`config.mk`:
```
export PLATFORM = sky130hd
export DESIGN_NAME = char_lcd_split_line_scroller
export DESIGN_NICKNAME = d
export VERILOG_FILES = /design/src/sv/lcdscr_pkg.sv /design/src/sv/lcdscr_front.sv /design/src/sv/lcdscr_queue.sv /design/src/sv/lcdscr_back.sv /design/src/sv/char_lcd_split_line_scroller.sv
export SDC_FILE = /design/constraint.sdc
export NUM_CORES = 1
export LEC_CHECK = 0
export BUFFER_PORTS_ARGS = -buffer_cell sky130_fd_sc_hd__buf_2
export CORE_UTILIZATION = 55
export DETAILED_ROUTE_END_ITERATION = 16
export PLACE_DENSITY = 0.76
export SLEW_MARGIN = 20
export SYNTH_ARGS = -nofsm -noshare
export SYNTH_HDL_FRONTEND = slang
export SYNTH_SLANG_ARGS = --single-unit
```
`constraint.sdc`:
```
create_clock -name clk -period 4 [get_ports clk]
set_input_delay 0.8 -clock clk [delete_from_list [all_inputs] [get_ports clk]]
set_output_delay 0.8 -clock clk [all_outputs]
set_load 0.01 [all_outputs]
```
`src/sv/lcdscr_pkg.sv`:
```
// Shared types and constants for the two-line character LCD scroller.
`default_nettype none
package lcdscr_pkg;

  // Input kinds.
  localparam logic [1:0] KIND_CHAR  = 2'd0;
  localparam logic [1:0] KIND_TICK  = 2'd1;
  localparam logic [1:0] KIND_CLEAR = 2'd2;

  // Character and buffer limits.
  localparam logic [7:0] CHAR_NEWLINE = 8'd10;
  localparam logic [5:0] MAX_CHARS    = 6'd39;

  // Controller command codes.
  localparam logic [7:0] CMD_CLEAR      = 8'h01;
  localparam logic [7:0] CMD_HOME       = 8'h02;
  localparam logic [7:0] CMD_SHIFT_LEFT = 8'h18;
  localparam logic [7:0] CMD_ADDR       = 8'h80;
  localparam logic [6:0] LINE2_BASE     = 7'h40;

  // Longest burst that one item can produce.
  localparam int MAX_WRITES = 5;

  // Depth of the queue between front and back.
  localparam int QUEUE_DEPTH = 2;

  // Character or shift work that follows an optional clear sequence.
  typedef enum logic [2:0] {
    OP_NONE,
    OP_DATA1,
    OP_WRAP,
    OP_DATA2,
    OP_SHIFT
  } op_t;

  // One classified item, as the back part needs it to build its writes.
  typedef struct packed {
    logic       clr;
    op_t        op;
    logic [7:0] ch;
    logic [5:0] pos;
    logic       done;
  } desc_t;

endpackage
`default_nettype wire

```
`src/sv/lcdscr_front.sv`:
```
// Front part: accepts items, updates the counters and classifies each item.
`default_nettype none
module lcdscr_front
  import lcdscr_pkg::*;
#(
  parameter int COLUMNS = 8
) (
  input  wire logic       clk,
  input  wire logic       rst_n,
  input  wire logic       accept,
  input  wire logic [1:0] kind,
  input  wire logic [7:0] char_code,
  output desc_t           desc
);

  localparam logic [7:0] SPAN     = 8'(2 * COLUMNS - 1);
  localparam logic [5:0] COLS     = 6'(COLUMNS);
  localparam logic [5:0] COLS_M1  = 6'(COLUMNS - 1);

  logic [5:0] char_total_r, char_total_nxt;
  logic [5:0] scroll_total_r, scroll_total_nxt;
  logic       nl_pending_r, nl_pending_nxt;

  // Next state and classification of the item on the input ports.
  always_comb begin
    char_total_nxt   = char_total_r;
    scroll_total_nxt = scroll_total_r;
    nl_pending_nxt   = nl_pending_r;
    desc.clr  = 1'b0;
    desc.op   = OP_NONE;
    desc.ch   = char_code;
    desc.pos  = char_total_r;
    case (kind)
      KIND_CHAR: begin
        if (nl_pending_r && (char_code != CHAR_NEWLINE)) begin
          desc.clr         = 1'b1;
          char_total_nxt   = '0;
          scroll_total_nxt = '0;
          nl_pending_nxt   = 1'b0;
        end
        if (char_code == CHAR_NEWLINE) begin
          nl_pending_nxt = 1'b1;
        end else if (char_total_nxt < MAX_CHARS) begin
          desc.pos = char_total_nxt;
          if (char_total_nxt >= COLS) begin
            desc.op = OP_DATA2;
          end else if (char_total_nxt == COLS_M1) begin
            desc.op = OP_WRAP;
          end else begin
            desc.op = OP_DATA1;
          end
          char_total_nxt = char_total_nxt + 6'd1;
        end
      end
      KIND_TICK: begin
        if ({2'b00, char_total_r} > ({2'b00, scroll_total_r} + SPAN)) begin
          if (scroll_total_r != '0) begin
            desc.op = OP_SHIFT;
          end
          scroll_total_nxt = scroll_total_r + 6'd1;
        end
      end
      KIND_CLEAR: begin
        desc.clr         = 1'b1;
        char_total_nxt   = '0;
        scroll_total_nxt = '0;
      end
      default: begin
      end
    endcase
    // Scroll status is judged on the state after this item.
    desc.done = ({2'b00, char_total_nxt} <= ({2'b00, scroll_total_nxt} + SPAN));
  end

  // State registers move only when an item is accepted.
  always_ff @(posedge clk) begin
    if (!rst_n) begin
      char_total_r   <= '0;
      scroll_total_r <= '0;
      nl_pending_r   <= 1'b0;
    end else if (accept) begin
      char_total_r   <= char_total_nxt;
      scroll_total_r <= scroll_total_nxt;
      nl_pending_r   <= nl_pending_nxt;
    end
  end

  // The character count never passes the buffer limit.
  a_char_limit: assert property (@(posedge clk) disable iff (!rst_n)
    char_total_r <= MAX_CHARS)
    else $error("character count beyond buffer limit");

  // Any character other than a newline always leaves the newline flag clear.
  a_nl_drop: assert property (@(posedge clk) disable iff (!rst_n)
    (accept && (kind == KIND_CHAR) && (char_code != CHAR_NEWLINE)) |=> !nl_pending_r)
    else $error("newline flag survived a character");

endmodule
`default_nettype wire

```
`src/sv/lcdscr_queue.sv`:
```
// Short queue of classified items between the front and back parts.
`default_nettype none
module lcdscr_queue
  import lcdscr_pkg::*;
(
  input  wire logic  clk,
  input  wire logic  rst_n,
  input  wire logic  wr_en,
  input  wire desc_t wr_desc,
  output logic       full,
  input  wire logic  rd_en,
  output desc_t      rd_desc,
  output logic       nonempty
);

  localparam int AW = (QUEUE_DEPTH > 1) ? $clog2(QUEUE_DEPTH) : 1;
  localparam int CW = $clog2(QUEUE_DEPTH + 1);
  localparam logic [CW-1:0] DEPTH_C = CW'(QUEUE_DEPTH);
  localparam logic [AW-1:0] LAST_C  = AW'(QUEUE_DEPTH - 1);

  desc_t         slot_r [QUEUE_DEPTH];
  logic [AW-1:0] wr_ptr_r, rd_ptr_r;
  logic [CW-1:0] count_r;

  assign full     = (count_r == DEPTH_C);
  assign nonempty = (count_r != '0);
  assign rd_desc  = slot_r[rd_ptr_r];

  // Entry storage.
  always_ff @(posedge clk) begin
    if (wr_en) begin
      slot_r[wr_ptr_r] <= wr_desc;
    end
  end

  // Pointers and fill count.
  always_ff @(posedge clk) begin
    if (!rst_n) begin
      wr_ptr_r <= '0;
      rd_ptr_r <= '0;
      count_r  <= '0;
    end else begin
      if (wr_en) begin
        wr_ptr_r <= (wr_ptr_r == LAST_C) ? '0 : wr_ptr_r + AW'(1);
      end
      if (rd_en) begin
        rd_ptr_r <= (rd_ptr_r == LAST_C) ? '0 : rd_ptr_r + AW'(1);
      end
      if (wr_en && !rd_en) begin
        count_r <= count_r + CW'(1);
      end else if (rd_en && !wr_en) begin
        count_r <= count_r - CW'(1);
      end
    end
  end

  // Callers never overfill or overdrain the queue.
  a_no_overflow: assert property (@(posedge clk) disable iff (!rst_n)
    !(wr_en && full))
    else $error("write into a full queue");

  a_no_underflow: assert property (@(posedge clk) disable iff (!rst_n)
    !(rd_en && !nonempty))
    else $error("read from an empty queue");

endmodule
`default_nettype wire

```
`src/sv/lcdscr_back.sv`:
```
// Back part: expands each classified item into controller writes, one per cycle while the output register is not held.
`default_nettype none
module lcdscr_back
  import lcdscr_pkg::*;
#(
  parameter int COLUMNS = 8
) (
  input  wire logic       clk,
  input  wire logic       rst_n,
  input  wire desc_t      head,
  input  wire logic       head_valid,
  output logic            head_pop,
  input  wire logic       out_pop,
  output logic            out_valid,
  output logic            out_write_valid,
  output logic            out_is_data,
  output logic [7:0]      out_byte_value,
  output logic            out_last,
  output logic            out_scroll_done
);

  localparam int SW = $clog2(MAX_WRITES);
  localparam logic [6:0] COLS7 = 7'(COLUMNS);

  logic [SW-1:0] step_r;
  logic [SW-1:0] total;
  logic [SW-1:0] op_len;
  logic [SW-1:0] op_step;
  logic          cur_wv, cur_data;
  logic [7:0]    cur_byte;
  logic          cur_last;
  logic          advance;
  logic [6:0]    line2_addr;

  logic          out_valid_r;
  logic          wv_r, data_r, last_r, done_r;
  logic [7:0]    byte_r;

  assign line2_addr = LINE2_BASE + {1'b0, head.pos} - COLS7;

  // Number of writes that the character or shift work adds.
  always_comb begin
    case (head.op)
      OP_DATA1: op_len = SW'(1);
      OP_WRAP:  op_len = SW'(2);
      OP_DATA2: op_len = SW'(4);
      OP_SHIFT: op_len = SW'(1);
      default:  op_len = '0;
    endcase
    total = (head.clr ? SW'(3) : '0) + op_len;
    if (total == '0) begin
      total = SW'(1);
    end
  end

  // Select the write for the current step of the burst.
  always_comb begin
    cur_wv   = 1'b1;
    cur_data = 1'b0;
    cur_byte = '0;
    op_step  = head.clr ? (step_r - SW'(3)) : step_r;
    if (head.clr && (step_r < SW'(3))) begin
      case (step_r)
        SW'(0):  cur_byte = CMD_CLEAR;
        SW'(1):  cur_byte = CMD_HOME;
        default: cur_byte = CMD_ADDR;
      endcase
    end else begin
      case (head.op)
        OP_DATA1: begin
          cur_data = 1'b1;
          cur_byte = head.ch;
        end
        OP_WRAP: begin
          if (op_step == '0) begin
            cur_data = 1'b1;
            cur_byte = head.ch;
          end else begin
            cur_byte = CMD_ADDR | {1'b0, LINE2_BASE};
          end
        end
        OP_DATA2: begin
          case (op_step)
            SW'(0):  cur_byte = CMD_ADDR | {2'b00, head.pos};
            SW'(2):  cur_byte = CMD_ADDR | {1'b0, line2_addr};
            default: begin
              cur_data = 1'b1;
              cur_byte = head.ch;
            end
          endcase
        end
        OP_SHIFT: cur_byte = CMD_SHIFT_LEFT;
        default:  cur_wv = 1'b0;
      endcase
    end
    cur_last = (step_r == (total - SW'(1)));
  end

  // A write moves into the output register whenever that register frees up.
  assign advance  = head_valid && (!out_valid_r || out_pop);
  assign head_pop = advance && cur_last;

  always_ff @(posedge clk) begin
    if (!rst_n) begin
      step_r      <= '0;
      out_valid_r <= 1'b0;
    end else begin
      if (advance) begin
        step_r <= cur_last ? '0 : step_r + SW'(1);
      end
      if (advance) begin
        out_valid_r <= 1'b1;
      end else if (out_pop) begin
        out_valid_r <= 1'b0;
      end
    end
  end

  // Output payload.
  always_ff @(posedge clk) begin
    if (advance) begin
      wv_r   <= cur_wv;
      data_r <= cur_data;
      byte_r <= cur_byte;
      last_r <= cur_last;
      done_r <= head.done;
    end
  end

  assign out_valid       = out_valid_r;
  assign out_write_valid = wv_r;
  assign out_is_data     = data_r;
  assign out_byte_value  = byte_r;
  assign out_last        = last_r;
  assign out_scroll_done = done_r;

  // The burst step stays inside the longest burst.
  a_step_range: assert property (@(posedge clk) disable iff (!rst_n)
    step_r < SW'(MAX_WRITES))
    else $error("burst step out of range");

  // A status-only result always closes its item.
  a_status_last: assert property (@(posedge clk) disable iff (!rst_n)
    (out_valid_r && !wv_r) |-> last_r)
    else $error("status-only result without last");

endmodule
`default_nettype wire

```
`src/sv/char_lcd_split_line_scroller.sv`:
```
// Top level of the two-line character LCD scroller command sequencer.
// On an idle block an item's first write reaches the result ports through the queue, then the output register.
// Throughput: one result per cycle while results are popped; an item has 1 to 5 results,
// set by the back part, which sends the writes of a burst one per cycle unless the output register is held.
// The front accepts new items while a burst is under way, until the two-entry queue fills.
// Reset clears both counts, the newline flag, the queue and the output register.
`default_nettype none
module char_lcd_split_line_scroller
  import lcdscr_pkg::*;
#(
  parameter int COLUMNS = 8
) (
  input  wire logic       clk,
  input  wire logic       rst_n,
  input  wire logic       push,
  output logic            full,
  input  wire logic [1:0] in_kind,
  input  wire logic [7:0] in_char_code,
  output logic            empty,
  input  wire logic       pop,
  output logic            out_write_valid,
  output logic            out_is_data,
  output logic [7:0]      out_byte_value,
  output logic            out_last,
  output logic            out_scroll_done
);

  desc_t front_desc;
  desc_t head_desc;
  logic  accept;
  logic  head_valid;
  logic  head_pop;
  logic  out_valid;
  logic  out_take;

  assign accept   = push && !full;
  assign out_take = pop && out_valid;
  assign empty    = !out_valid;

  // Classification and state update.
  lcdscr_front #(
    .COLUMNS(COLUMNS)
  ) u_front (
    .clk      (clk),
    .rst_n    (rst_n),
    .accept   (accept),
    .kind     (in_kind),
    .char_code(in_char_code),
    .desc     (front_desc)
  );

  // Decoupling queue.
  lcdscr_queue u_queue (
    .clk     (clk),
    .rst_n   (rst_n),
    .wr_en   (accept),
    .wr_desc (front_desc),
    .full    (full),
    .rd_en   (head_pop),
    .rd_desc (head_desc),
    .nonempty(head_valid)
  );

  // Write expansion and output register.
  lcdscr_back #(
    .COLUMNS(COLUMNS)
  ) u_back (
    .clk            (clk),
    .rst_n          (rst_n),
    .head           (head_desc),
    .head_valid     (head_valid),
    .head_pop       (head_pop),
    .out_pop        (out_take),
    .out_valid      (out_valid),
    .out_write_valid(out_write_valid),
    .out_is_data    (out_is_data),
    .out_byte_value (out_byte_value),
    .out_last       (out_last),
    .out_scroll_done(out_scroll_done)
  );

endmodule
`default_nettype wire

```
==> impl_metrics.json <==
{
  "cp-end-kind": "register",
  "fp.dieArea_um2": 8220,
  "syn_area_per_cell_um2": 10.2,
  "gr-total-overflow": 0,
  "syn_area_um2": 4320,
  "globalRouteTotalUtil": 0.245,
  "fp.dieH_um": 90.7,
  "syn_to_final_growth_pct": 21.5,
  "cp_max_fo": 4,
  "placed_area_um2": 4890,
  "diodes": 0,
  "core-area_um2": 7410,
  "start_util": 0.584,
  "final_cells": 599,
  "fin_crit_ps": 4000,
  "antenna_found_initial": 0,
  "first_iter_violations": 137,
  "clk_latency_ps": 360,
  "drt-pass1-iter-count": 4,
  "drc": 0,
  "status": "finished with violations",
  "min_period_over_period": 1.00,
  "syn-num-nets": 462,
  "port_buffers": 27,
  "setup_viol": 1,
  "grt_pass1_wl_mm": 15.9,
  "placed_cells": 578,
  "ys_top_cells_by_area": "edfxtp_1 (35%), dfxtp_1 (10%), ha_1 (7.2%)",
  "fill_cells": 547,
  "root_buffer": "clkbuf_8",
  "rows": 31,
  "synth_seq_cells": 72,
  "cts_tree": "built",
  "drv_cap": 0,
  "clock_path_buffers": 2,
  "fmax_mhz": 250,
  "ioPinCount": 28,
  "nets": 535,
  "dr_total_vias": 3465,
  "ant_nets": 0,
  "drt-total-wl_mm": 9.61,
  "dp_worst_setup_slack_ps": -199,
  "required_ps": 4100,
  "power_density_nw_per_um2": 569,
  "via_per_inst": 5.78,
  "arrival_ps": 4110,
  "tightest_slew_ps": 884,
  "path_clk_slew_ps": 80,
  "violations": "setup timing",
  "drive_gt1_frac": 0.282,
  "dpl.hpwl_mm": 6.88,
  "ys_warn_count": 0,
  "globalplace.congestion": 0.909,
  "cp-start-kind": "register",
  "ir_drop_uv": 242,
  "skew_ps": 9.94,
  "wire_per_inst_um": 16.0,
  "power.leakage_nw": 2.13,
  "synth_top_area_frac": 0.347,
  "synth_top_cell_by_area": "edfxtp_1",
  "cts_sinks": 72,
  "fin_util": 0.709,
  "synthCells": 422,
  "grt_start_max_net_pins": 23,
  "htreeDepth": 3,
  "synthArstFlopShare": 0,
  "grt_pass1_vias": 3384,
  "cts_inserted_buffers": 9,
  "finalSetupTns_ps": -1.96,
  "final-seq-area_um2": 1950,
  "crit_type": "reg2reg",
  "rsz0062_at_grt": "true",
  "slew_headroom": 0.411,
  "synth-edff-count": 50,
  "slew_viol_final": 0,
  "synth-seq-area-share": 0.449,
  "fin_ws_ps": -1.96,
  "multiInputGateArea_um2": 2360,
  "fin_area_um2": 5260,
  "hold_violations": 0,
  "ys_types": 65,
  "die_w_um": 90.7,
  "min_path_type": "reg2reg",
  "ys.flop_type": "edfxtp_1"
}
[through the flow]
stage / hold slack (ps) / power [mW]
floorplan: 480 / 1.93
global placement: 515 / 2.24
detailed placement: 519 / 2.29
CTS: 529 / 2.89
global route: 584 / 3.18
finish: 530 / 2.99
[logic make-up (layout without fill, tap and decap cells)]
| logic type | count (synthesis) | after routing | synth area share |
|---|---|---|---|
| xor+xnor | 19 | 19 | 0.0385 |
| mux | 27 | 27 | 0.0686 |
| fa+ha+maj | 26 | 26 | 0.0770 |
| buf+inv | 40 | 118 | 0.0379 |
| flops | 72 | 72 | 0.449 |
| compound gates | 94 | 94 | 0.157 |
| simple gates | 144 | 144 | 0.172 |
[power by group]
group | switching [mW] | internal, mW | leakage, nW
sequential | 0.0886 | 0.980 | 0.652
combinational | 0.713 | 0.627 | 1.38
clock | 0.289 | 0.290 | 0.0929
total | 1.09 | 1.90 | 2.13
[synthesized netlist by cell type (all sizes together) (4+ instances only)]
library cell  count
and3              7
nand4             7
nor2             31
o21a              5
a21oi            17
nor2b             6
a21boi            6
mux2i            16
edfxtp           50
xor2              9
clkbuf           12
and2             15
dfxtp            22
o22ai             6
buf               7
nand2            36
ha               25
inv              21
nor3b             7
xnor2            10
mux2             11
nand3             8
a21o              5
o21ai            17
nand2b            8
nor3              7
a22oi             4
[flip-flops by register name, indices dropped and copies added (netlist names), named ones only]
register and cells:
u_queue.slot_r 38, u_queue.rd_ptr_r 1, u_back.out_is_data 1, u_queue.wr_ptr_r 1
u_back.out_last 1, u_back.out_write_valid 1, u_back.step_r 3, u_queue.count_r 2
u_back.out_byte_value 8, u_front.nl_pending_r 1, u_back.out_valid 1, u_front.char_total_r 6
u_back.out_scroll_done 1, u_front.scroll_total_r 6
[per-layer routing]
metal  up-vias  track usage  share of wire  routed length (um)
li1       1696            -              -                   -
met1      1642        0.310           0.44                4200
met2       104        0.407           0.49                4750
met3        23       0.0505          0.043                 413
met4         0       0.0981          0.026                 247
met5         -            0              0                   0
[what timing repair did]
item / CTS / global route
hold buffers: 0 / 0
pin swaps: 5 / 16
setup buffers: 1 / 4
endpoints found under the hold margin: 0 / 0
setup endpoints to repair: 4 / 4
gates resized for setup: 12 / 21
[placed cells by master (no fill, tap or decap), types with 11 or more instances in the layout]
master    synthesis  layout
buf_4             0      53
ha_1             25      21
inv_1            20      18
nor2_1           31      31
edfxtp_1         50      50
nand2_1          36      35
buf_2             3      27
dfxtp_1          22      19
mux2i_1          15      12
mux2_2           11      11
and2_1           15      15
o21ai_0          15      13
a21oi_1          17      15
[path summary, 6_finish.rpt]
path | cells past startpoint | from | slack (ps) | end
worst max-delay path | 20 | u_front.scroll_total_r[1] | -2 | u_queue.slot_r[1][0]
worst min-delay path | 2 | u_back.step_r[2] | 530 | u_back.step_r[2]
worst max register to register | 20 | u_front.scroll_total_r[1] | -2 | u_queue.slot_r[1][0]
worst min register to register | 2 | u_back.step_r[2] | 530 | u_back.step_r[2]
[final cells by class]
cell class,instances,share of cell area
clock inverters,6,0.0129
repair buffers,81,0.104
multi-input cells,310,0.449
inverters,21,0.0155
clock buffers,10,0.0243
flip-flops and latches,72,0.371
well taps,99,0.0236
[worst max-delay path, stage by stage, from the launching register on]
cell and delay [ps]:
dfxtp_4 370, inv_2 60, ha_2 170, nor3b_4 210, xor2_1 200, ha_1 280
nand4_1 120, o22a_1 210, o31ai_2 90, o21a_1 180, a221o_1 380, inv_2 90
ha_4 200, ha_4 260, nor2b_4 120, o21a_1 120, o21a_1 150, o21ai_2 70
nand2b_1 80, a21oi_1 60, a311o_1 330
Note: power is estimated with default switching activity, not from simulation.
